`config.mk`:
```
export PLATFORM = sky130hd
export DESIGN_NAME = roberts_cross_edge_magnitude
export DESIGN_NICKNAME = d
export VERILOG_FILES = /design/src/rce_pkg.sv /design/src/roberts_cross_edge_magnitude.sv
export SDC_FILE = /design/constraint.sdc
export NUM_CORES = 2
export LEC_CHECK = 0
export BUFFER_PORTS_ARGS = -buffer_cell sky130_fd_sc_hd__buf_2
export CORE_MARGIN = 8
export CORE_UTILIZATION = 68
export CTS_BUF_LIST = sky130_fd_sc_hd__clkbuf_4 sky130_fd_sc_hd__clkbuf_8 sky130_fd_sc_hd__clkbuf_16
export DETAILED_ROUTE_END_ITERATION = 10
export PLACE_DENSITY = 0.9
export SYNTH_ARGS = -nofsm -noshare
export SYNTH_HDL_FRONTEND = slang
export SYNTH_SLANG_ARGS = --single-unit
```
`constraint.sdc`:
```
create_clock -name clock -period 11.9 [get_ports clock]
set_input_delay 1.19 -clock clock [delete_from_list [all_inputs] [get_ports clock]]
set_output_delay 1.19 -clock clock [all_outputs]
set_load 0.01 [all_outputs]
```
`src/rce_pkg.sv`:
```
// ----------------------------------------------------------------------------
// Roberts cross edge magnitude package
// Shared types and constants: the control state encoding, the pixel type,
// and the register indexes, width and reset values of the configuration port.
// ----------------------------------------------------------------------------
`timescale 1ns / 1ps

package rce_pkg;

   typedef enum logic [2:0] {
      ST_IDLE,
      ST_GRAD,
      ST_SQUARE,
      ST_ROOT,
      ST_DONE
   } rce_state_type;

   typedef logic [7:0] pixel_type;

   localparam int unsigned CSR_WIDTH_BITS = 9;

   localparam logic CSR_ACTIVE_WIDTH  = 1'b0;
   localparam logic CSR_ACTIVE_HEIGHT = 1'b1;

   localparam logic [CSR_WIDTH_BITS-1:0] ACTIVE_WIDTH_RESET  = 9'd256;
   localparam logic [CSR_WIDTH_BITS-1:0] ACTIVE_HEIGHT_RESET = 9'd256;

endpackage

```
`src/roberts_cross_edge_magnitude.sv`:
```
// ----------------------------------------------------------------------------
// Roberts cross edge magnitude
// Streams grayscale pixels in raster order and returns one saturated
// gradient magnitude per pixel from a 2x2 window with edge replication.
//
//   channel   direction  handshake           payload
//   req       in         req_valid/req_stall req_pixel_in
//   rsp       out        rsp_valid/rsp_stall rsp_edge_value, rsp_end_of_frame
//   csr       in         csr_wr_en           csr_index, csr_wdata
//
// A request passes from acceptance to the result register in this order: the
// line store is read at acceptance, then the gradient step, the squaring
// step, the bit-serial square root and the result load. A new request is
// not accepted until the previous result has been loaded. Reset is
// synchronous and clears the counters and neighbor pixels; the line store
// is not cleared. A stalled result holds the block in its final state
// until the result register frees up.
// ----------------------------------------------------------------------------
`timescale 1ns / 1ps

module roberts_cross_edge_magnitude
   import rce_pkg::*;
#(
   parameter int unsigned MAX_WIDTH  = 256,
   parameter int unsigned MAX_HEIGHT = 256
) (
   input  logic                      clock,
   input  logic                      reset,
   input  logic                      req_valid,
   output logic                      req_stall,
   input  logic [7:0]                req_pixel_in,
   output logic                      rsp_valid,
   input  logic                      rsp_stall,
   output logic [7:0]                rsp_edge_value,
   output logic                      rsp_end_of_frame,
   input  logic                      csr_wr_en,
   input  logic                      csr_index,
   input  logic [CSR_WIDTH_BITS-1:0] csr_wdata
);

   localparam int unsigned CW  = $clog2(MAX_WIDTH);
   localparam int unsigned RW  = $clog2(MAX_HEIGHT);
   localparam int unsigned CWX = (CW + 1 > CSR_WIDTH_BITS) ? CW + 1 : CSR_WIDTH_BITS;
   localparam int unsigned RWX = (RW + 1 > CSR_WIDTH_BITS) ? RW + 1 : CSR_WIDTH_BITS;
   localparam logic [CWX-1:0] MAX_W = CWX'(MAX_WIDTH);
   localparam logic [RWX-1:0] MAX_H = RWX'(MAX_HEIGHT);

   rce_state_type             state_ff, state_in;
   logic [CSR_WIDTH_BITS-1:0] active_width_ff, active_height_ff;
   logic [CW-1:0]             column_count_ff, column_count_in;
   logic [RW-1:0]             row_count_ff, row_count_in;
   pixel_type                 left_pixel_ff, above_left_pixel_ff;
   pixel_type                 cur_ff, rd_data_ff;
   logic [CW-1:0]             item_col_ff;
   logic [RW-1:0]             item_row_ff;
   logic [7:0]                gx_ff, gy_ff;
   logic [16:0]               sum_ff;
   logic [7:0]                root_ff, root_in;
   logic [7:0]                bit_ff;
   logic                      eof_ff, eof_in;
   logic                      rsp_valid_ff;
   logic [7:0]                rsp_edge_value_ff;
   logic                      rsp_eof_ff;
   pixel_type                 line_mem [MAX_WIDTH];

   logic                      req_accept, rsp_load;
   logic [CWX-1:0]            width_eff, col_next;
   logic [RWX-1:0]            height_eff, row_next;
   pixel_type                 up_pix, lf_pix, ul_pix;
   logic [7:0]                gx, gy, trial;
   logic [15:0]               trial_sq;

   assign req_stall        = (state_ff != ST_IDLE);
   assign req_accept       = req_valid && !req_stall;
   assign rsp_valid        = rsp_valid_ff;
   assign rsp_edge_value   = rsp_edge_value_ff;
   assign rsp_end_of_frame = rsp_eof_ff;
   assign rsp_load         = (state_ff == ST_DONE) && (!rsp_valid_ff || !rsp_stall);

   always_comb begin
      if (active_width_ff == '0) begin
         width_eff = CWX'(1);
      end else if (CWX'(active_width_ff) > MAX_W) begin
         width_eff = MAX_W;
      end else begin
         width_eff = CWX'(active_width_ff);
      end
      if (active_height_ff == '0) begin
         height_eff = RWX'(1);
      end else if (RWX'(active_height_ff) > MAX_H) begin
         height_eff = MAX_H;
      end else begin
         height_eff = RWX'(active_height_ff);
      end
      col_next = CWX'(item_col_ff) + CWX'(1);
      row_next = RWX'(item_row_ff) + RWX'(1);
   end

   always_comb begin
      up_pix = (item_row_ff == '0) ? cur_ff : rd_data_ff;
      lf_pix = (item_col_ff == '0) ? cur_ff : left_pixel_ff;
      if (item_row_ff == '0) begin
         ul_pix = lf_pix;
      end else if (item_col_ff == '0) begin
         ul_pix = up_pix;
      end else begin
         ul_pix = above_left_pixel_ff;
      end
      gx = (ul_pix > cur_ff) ? ul_pix - cur_ff : cur_ff - ul_pix;
      gy = (up_pix > lf_pix) ? up_pix - lf_pix : lf_pix - up_pix;
   end

   always_comb begin
      trial    = root_ff | bit_ff;
      trial_sq = trial * trial;
      root_in  = (17'(trial_sq) <= sum_ff) ? trial : root_ff;
   end

   always_comb begin
      column_count_in = column_count_ff;
      row_count_in    = row_count_ff;
      eof_in          = 1'b0;
      if (col_next >= width_eff) begin
         column_count_in = '0;
         if (row_next >= height_eff) begin
            row_count_in = '0;
            eof_in       = 1'b1;
         end else begin
            row_count_in = RW'(row_next);
         end
      end else begin
         column_count_in = CW'(col_next);
      end
   end

   always_comb begin
      state_in = state_ff;
      case (state_ff)
         ST_IDLE: begin
            if (req_accept) begin
               state_in = ST_GRAD;
            end
         end
         ST_GRAD:   state_in = ST_SQUARE;
         ST_SQUARE: state_in = ST_ROOT;
         ST_ROOT: begin
            if (bit_ff[0]) begin
               state_in = ST_DONE;
            end
         end
         ST_DONE: begin
            if (rsp_load) begin
               state_in = ST_IDLE;
            end
         end
         default:   state_in = ST_IDLE;
      endcase
   end

   always_ff @(posedge clock) begin
      if (reset) begin
         state_ff <= ST_IDLE;
      end else begin
         state_ff <= state_in;
      end
   end

   always_ff @(posedge clock) begin
      if (reset) begin
         active_width_ff  <= ACTIVE_WIDTH_RESET;
         active_height_ff <= ACTIVE_HEIGHT_RESET;
      end else if (csr_wr_en) begin
         case (csr_index)
            CSR_ACTIVE_WIDTH:  active_width_ff  <= csr_wdata;
            CSR_ACTIVE_HEIGHT: active_height_ff <= csr_wdata;
            default: ;
         endcase
      end
   end

   always_ff @(posedge clock) begin
      if (req_accept) begin
         rd_data_ff <= line_mem[column_count_ff];
      end
      if (state_ff == ST_GRAD) begin
         line_mem[item_col_ff] <= cur_ff;
      end
   end

   always_ff @(posedge clock) begin
      if (reset) begin
         column_count_ff     <= '0;
         row_count_ff        <= '0;
         left_pixel_ff       <= '0;
         above_left_pixel_ff <= '0;
      end else if (state_ff == ST_GRAD) begin
         column_count_ff     <= column_count_in;
         row_count_ff        <= row_count_in;
         left_pixel_ff       <= cur_ff;
         above_left_pixel_ff <= up_pix;
      end
   end

   always_ff @(posedge clock) begin
      if (req_accept) begin
         cur_ff      <= req_pixel_in;
         item_col_ff <= column_count_ff;
         item_row_ff <= row_count_ff;
      end
      if (state_ff == ST_GRAD) begin
         gx_ff  <= gx;
         gy_ff  <= gy;
         eof_ff <= eof_in;
      end
      if (state_ff == ST_SQUARE) begin
         sum_ff  <= 17'({8'd0, gx_ff} * {8'd0, gx_ff}) + 17'({8'd0, gy_ff} * {8'd0, gy_ff});
         root_ff <= '0;
         bit_ff  <= 8'h80;
      end
      if (state_ff == ST_ROOT) begin
         root_ff <= root_in;
         bit_ff  <= bit_ff >> 1;
      end
      if (rsp_load) begin
         rsp_edge_value_ff <= root_ff;
         rsp_eof_ff        <= eof_ff;
      end
   end

   always_ff @(posedge clock) begin
      if (reset) begin
         rsp_valid_ff <= 1'b0;
      end else begin
         rsp_valid_ff <= rsp_load || (rsp_valid_ff && rsp_stall);
      end
   end

`ifndef NO_ASSERTIONS
   a_col_in_range: assert property (@(posedge clock) disable iff (reset)
      CWX'(column_count_ff) < MAX_W)
      else $error("column count beyond line store");

   a_accept_to_grad: assert property (@(posedge clock) disable iff (reset)
      req_accept |=> (state_ff == ST_GRAD))
      else $error("accepted request did not start gradient step");

   a_root_onehot: assert property (@(posedge clock) disable iff (reset)
      (state_ff == ST_ROOT) |-> $onehot(bit_ff))
      else $error("square root bit mask not one-hot");

   a_eof_wraps: assert property (@(posedge clock) disable iff (reset)
      (rsp_load && eof_ff) |=> (column_count_ff == '0 && row_count_ff == '0))
      else $error("end of frame without counter wrap");
`endif

endmodule
```
* Word level (Yosys, flattened, before mapping)
Memory sizes are Yosys's and may differ from the RTL's. A register that Yosys moved wholly into a read port is not among the register bits.
Index checks and enable logic that the tools add are counted.
** Storage, ports and cells
- Register bits after elaboration :: 137
- Word-level logic and storage cells :: 92
- Memories kept :: 1
- Memory bits (writable) :: 2048
- Output and inout bits :: 11
- Bits of input ports :: 23
** Cells by class
- Equal/unequal tests :: 8
- Multiply operators :: 3
- Multiplexer cells :: 24
- Reduce and logical (&&, ||, !) cells :: 20
- $lt $le $gt $ge :: 7
- $add $sub $neg :: 7
- Bitwise logic cells :: 2
** Memories
- line_mem :: words 256, width 8, read ports 1, clocked after Yosys merged registers in 1, wr ports 1, RTL line roberts_cross_edge_magnitude.sv:64 : pixel_type line_mem [MAX_WIDTH];
** Operators by type and width (number)
- 8-bit 2-to-1 mux :: 11
- 8-bit by 8-bit multiplier with 16-bit output :: 3
- 9-bit 2-to-1 mux :: 4
- 8-bit subtractor :: 4
- 8-bit by 1-bit adder with 9-bit output (second input constant) :: 2
- 9-bit >= comparator :: 2
- 9-bit > comparator (second input constant) :: 2
- 9-bit logical NOT :: 2
- 16-bit by 16-bit adder with 17-bit output :: 1
- 16-bit by 17-bit less-or-equal comparator with 1-bit output :: 1
- 8-bit > comparator :: 2
- 8-bit logical NOT :: 2
- 3-bit case mux with 5 select lines :: 1
- 7-bit 2-to-1 mux :: 2
- 3-bit 2-to-1 mux :: 3
- 2-bit inequality test (second input constant) :: 4
- 8-bit OR :: 1
- 2-bit AND reduction :: 4
- 3-bit by 2-bit equality test with 1-bit output (second input constant) :: 2
- 3-bit by 1-bit equality test with 1-bit output (second input constant) :: 1
- 3-bit equality test (second input constant) :: 1
- 1-bit logical AND :: 3
- 1-bit logical NOT :: 3
- 3-bit logical NOT :: 1
- other kinds (6) :: 9

* Depth between registers and ports, before layout
- Depth in word-level cells :: 6
- Depth in mapped cells :: 25
- Gate-level depth less buffers :: 25

* Worst setup path before layout
Ideal clock, no wire load.
- Path type :: register to register
- Start :: register cur_ff[1]
- End :: register gx_ff[7], data pin
- Buffers on the path :: 1
- Cell stages (with the launch flop) :: 14
- Path slack :: 5.243 ns
- Period minus slack after synthesis :: 6.657 ns
- Library setup time :: 0.262 ns
- Arrival :: 6.394 ns
- Required time :: 11.638 ns
- Cell sequence :: edfxtp_1 mux2i_1 a211oi_1 a21oi_1 fa_1 nand3b_1 a21oi_1 o32ai_1 buf_2 mux2i_1 o21a_1 o21ai_0 a21oi_1 xor2_1
** On the way
- Word-level cells in the longest chain between the ends :: 5
- Elaborated cells between the ends (all ways) :: 8
- Those cells by class :: add/sub: 2; order compare: 1; mux: 5
** Ends and longest elaborated chain
- start, declared :: RTL line roberts_cross_edge_magnitude.sv:53 : pixel_type cur_ff, rd_data_ff;
- start signal, assigned :: RTL line roberts_cross_edge_magnitude.sv:206 : cur_ff <= req_pixel_in;
- 8-bit 2-to-1 mux :: RTL line roberts_cross_edge_magnitude.sv:100 : up_pix = (item_row_ff == '0) ? cur_ff : rd_data_ff;
- 8-bit 2-to-1 mux :: RTL line roberts_cross_edge_magnitude.sv:104 : end else if (item_col_ff == '0) begin
- 8-bit 2-to-1 mux :: RTL line roberts_cross_edge_magnitude.sv:102 : if (item_row_ff == '0) begin
- 8-bit subtractor / 8-bit > comparator (equally long branches) :: RTL line roberts_cross_edge_magnitude.sv:109 : gx = (ul_pix > cur_ff) ? ul_pix - cur_ff : cur_ff - ul_pix;
- 8-bit 2-to-1 mux (*) :: RTL line roberts_cross_edge_magnitude.sv:109
- via gx[7] :: RTL line roberts_cross_edge_magnitude.sv:70 : logic [7:0] gx, gy, trial;
- end signal, assigned :: RTL line roberts_cross_edge_magnitude.sv:211 : gx_ff <= gx;
- end, declared :: RTL line roberts_cross_edge_magnitude.sv:56 : logic [7:0] gx_ff, gy_ff;
Mark *: on every way through the listed nets, which the timed path passes. The rest lies on a longest branch.
A chain may end at the register's enable or synchronous reset.

* Final worst setup path
- Start :: register item_col_ff[7]
- End :: register gx_ff[7], data pin
** On the way
- Word-level cells in the longest chain between the ends :: 5
- Elaborated cells between the ends (all ways) :: 8
- Those cells by class :: add/sub: 2; order compare: 1; mux: 4; reduce/logical: 1
** Ends and longest elaborated chain
- start, declared :: RTL line roberts_cross_edge_magnitude.sv:54 : logic [CW-1:0] item_col_ff;
- start signal, assigned :: RTL line roberts_cross_edge_magnitude.sv:207 : item_col_ff <= column_count_ff;
- 8-bit logical NOT (*) :: RTL line roberts_cross_edge_magnitude.sv:101, roberts_cross_edge_magnitude.sv:104
- 8-bit 2-to-1 mux, on equally long branches :: RTL line roberts_cross_edge_magnitude.sv:104, roberts_cross_edge_magnitude.sv:101
- 8-bit 2-to-1 mux (*) :: RTL line roberts_cross_edge_magnitude.sv:102
- 8-bit subtractor / 8-bit > comparator (equally long branches) :: RTL line roberts_cross_edge_magnitude.sv:109
- 8-bit 2-to-1 mux (*) :: RTL line roberts_cross_edge_magnitude.sv:109
- via gx[7] :: RTL line roberts_cross_edge_magnitude.sv:70
Marked as above.

==> metrics.txt <==
outcome=completed; commonest non-fill, non-tap cell in the layout=edfxtp_1; ys flop type=edfxtp_1; Hold WS=0.432 ns; Synth top area share=0.702; area of the core=0.133 mm2; CTS Root Cell=clkbuf_16; leakage power=31.9 nW; global-route wire length before repair=387 mm; cells after synthesis=4623; crit start category=flop; Die W=383 um; capturing point of the worst reg2reg path=gx_ff[7]; sequential cell area fraction in the yosys report=0.714; htree depth=4; initial antenna violation count=29; DR vias/cell=7.67; Final Instance Count excl. Fillers=6650; Critical Setup Path Class=flop to flop; post-CTS setup buffers=0; vias in the first global route=51564; largest area contributor in the netlist=edfxtp_1; Yosys cell types=56; clock latency on the worst-skew pair=0.88 ns; port bufs=33; Max FO, Critical Path=24; clock transition at the registers of the reported paths=0.08 ns; Final Max Tran Viols=0; Ports=34; CP Data Arrival Time=7.33 ns; share of layout cells above drive strength 1=0.223; Via Count=51034; Setup WS pre-CTS=5.57 ns; largest net degree at the start of global routing=225; EDFF count, synth=2138; Hold Crit Class=flop to flop; drt wl/cell=41.1 um; GRT overflow=0; area of placed instances=0.0934 mm2; dpl hpwl=144 mm; starting density of the core=0.685; Post-Syn Nets=4903; Final Cycle Share=0.569; Final Instance Area=0.100 mm2; R2R setup slack=5.13 ns; final setup margin=5.13 ns; post-CTS sizing=0; Filler cells=6470; Post-Route WL=273 mm; pwr dens=212 mW/mm2; DP Cell Count=6256; count of final setup violators=0; CTS tree=done; most frequent cells in the layout=edfxtp_1 (2138), mux4_2 (635), nor2_1 (347); max cap viols=0; Worst Reg2Reg Path Length in Cells=16; Synth Register Bits=2193; FF-to-FF Start=item_col_ff[7]; HP Start=row_count_ff[6]; Worst Tran Pin Value=1.44 ns; # DRC=0; FFs w/ async S/R, synth=0; post-synthesis cell area=0.0914 mm2; Pre-antenna DRT Iters=10; die height=383 um; Reg area=0.0653 mm2; Row Count=134; Setup crit end kind=flop; routability cong.=0.864; Layout Nets=4973; RSZ-0062 raised after global routing=false; setup_tns=0 ns; Area Growth Syn to Fin=9.53%; Fin. Hold Viols=0; Multi-input gate area=0.0243 mm2; hold depth=0; Routed Antenna Nets=0; TritonCTS Buffers=202; minimum clock period=6.77 ns; total power=21.2 mW; gr usage total=0.375; fin util=0.750; CP required=12.46 ns; TritonCTS Sinks=2193; CTS Buffer Depth=3; initial DRC count=9791; hold_buf cts=0; Rel. slew slack=0.0373; synth warn=0; Post-Syn Area per Cell=19.8 um2; fmax=0.148 GHz; Hold Path End=item_row_ff[6]; dominant cells by area after synthesis=edfxtp_1 (70%), mux4_2 (16%), fa_1 (2.3%), ha_1 (2.1%), nor2_1 (1.4%); Worst Skew=0.0704 ns; VDD IR-drop max=0.000374 V; DIE AREA=0.146 mm2
-- synth_stat cells (all sizes together) (2+ instances only) --
library cell,n
edfxtp,2138
mux4,635
nor2,348
inv,211
ha,152
nand2,149
clkbuf,118
buf,110
fa,105
a21oi,98
mux2i,79
dfxtp,55
nand3,47
o21ai,44
and2,40
nor2b,31
nor3,30
xnor2,30
xor2,25
and3,22
a21o,21
a211oi,20
o22ai,18
nand2b,15
nor4,14
nand4,11
mux2,9
a32o,8
a211o,3
clkinv,3
nand3b,3
o211ai,3
o21bai,3
or3,3
a22o,2
nand4b,2
o21a,2
o32ai,2
or2,2
-- state kept, by name (all words and copies together), names as in the netlist --
name	cells
root_ff	8
active_width_ff	9
bit_ff	8
rd_data_ff	8
cur_ff	8
above_left_pixel_ff	8
row_count_ff	8
eof_ff	1
left_pixel_ff	8
column_count_ff	8
rsp_end_of_frame	1
gx_ff	8
item_row_ff	8
state_ff	3
rsp_valid	1
active_height_ff	9
sum_ff	17
item_col_ff	8
rsp_edge_value	8
gy_ff	8
line_mem	2048
-- report_power, final --
group / switching [mW] / total (mW) / internal (mW) / leakage [nW]
combinational: 3.15 / 5.54 / 2.39 / 8.84
clock: 3.04 / 6.76 / 3.72 / 3.33
sequential: 0.0964 / 8.91 / 8.82 / 19.7
total: 6.29 / 21.2 / 14.9 / 31.9
-- routing by layer --
layer	vias to the layer above	global-route usage	wire length, um	share of wire
li1	18641	-	-	-
met1	25327	0.443	80400	0.29
met2	5518	0.588	129000	0.47
met3	1534	0.106	35900	0.13
met4	14	0.286	27700	0.10
met5	-	0.00364	150	0.00055
-- layout make-up --
cell class / instances / share of cell area
antenna: 22 / 0.000550
clock buffer: 263 / 0.0563
clock inverter: 108 / 0.0105
inverter: 214 / 0.00802
multi-input combinational: 1988 / 0.243
sequential: 2193 / 0.652
tap: 1768 / 0.0221
timing repair buffer: 94 / 0.00776
-- kinds of logic after synthesis --
logic type / synth area share
compound gates: 0.0155
buf+inv: 0.0205
simple gates: 0.0347
xor+xnor: 0.00527
mux: 0.166
flops: 0.714
fa+ha+maj: 0.0438
-- critical path, stage by stage (launching register included) --
cell and delay, ns:
edfxtp_1 0.56, nor2_1 0.41, nand2_1 0.71, nor2_2 1.27
mux2i_1 0.35, inv_1 0.09, a21oi_1 0.30, inv_1 0.12
ha_1 0.36, o21ai_0 0.20, nor2_1 0.08, o32ai_2 0.86
mux2_2 0.43, o21a_1 0.18, o21ai_0 0.23, a21oi_1 0.12
xor2_1 0.15
-- worst max path at each step --
stage	depth (start not counted)	slack [ns]	end	from
CTS	16	5.36	gx_ff[7]	item_col_ff[6]
global route	16	4.93	gx_ff[5]	item_col_ff[4]
global placement	22	5.64	root_ff[6]	bit_ff[5]
finish	16	5.13	gx_ff[7]	item_col_ff[7]
detailed placement	22	5.57	root_ff[7]	bit_ff[5]
floorplan	13	5.24	gx_ff[7]	cur_ff[1]
Note: power is estimated with default switching activity, not from simulation.
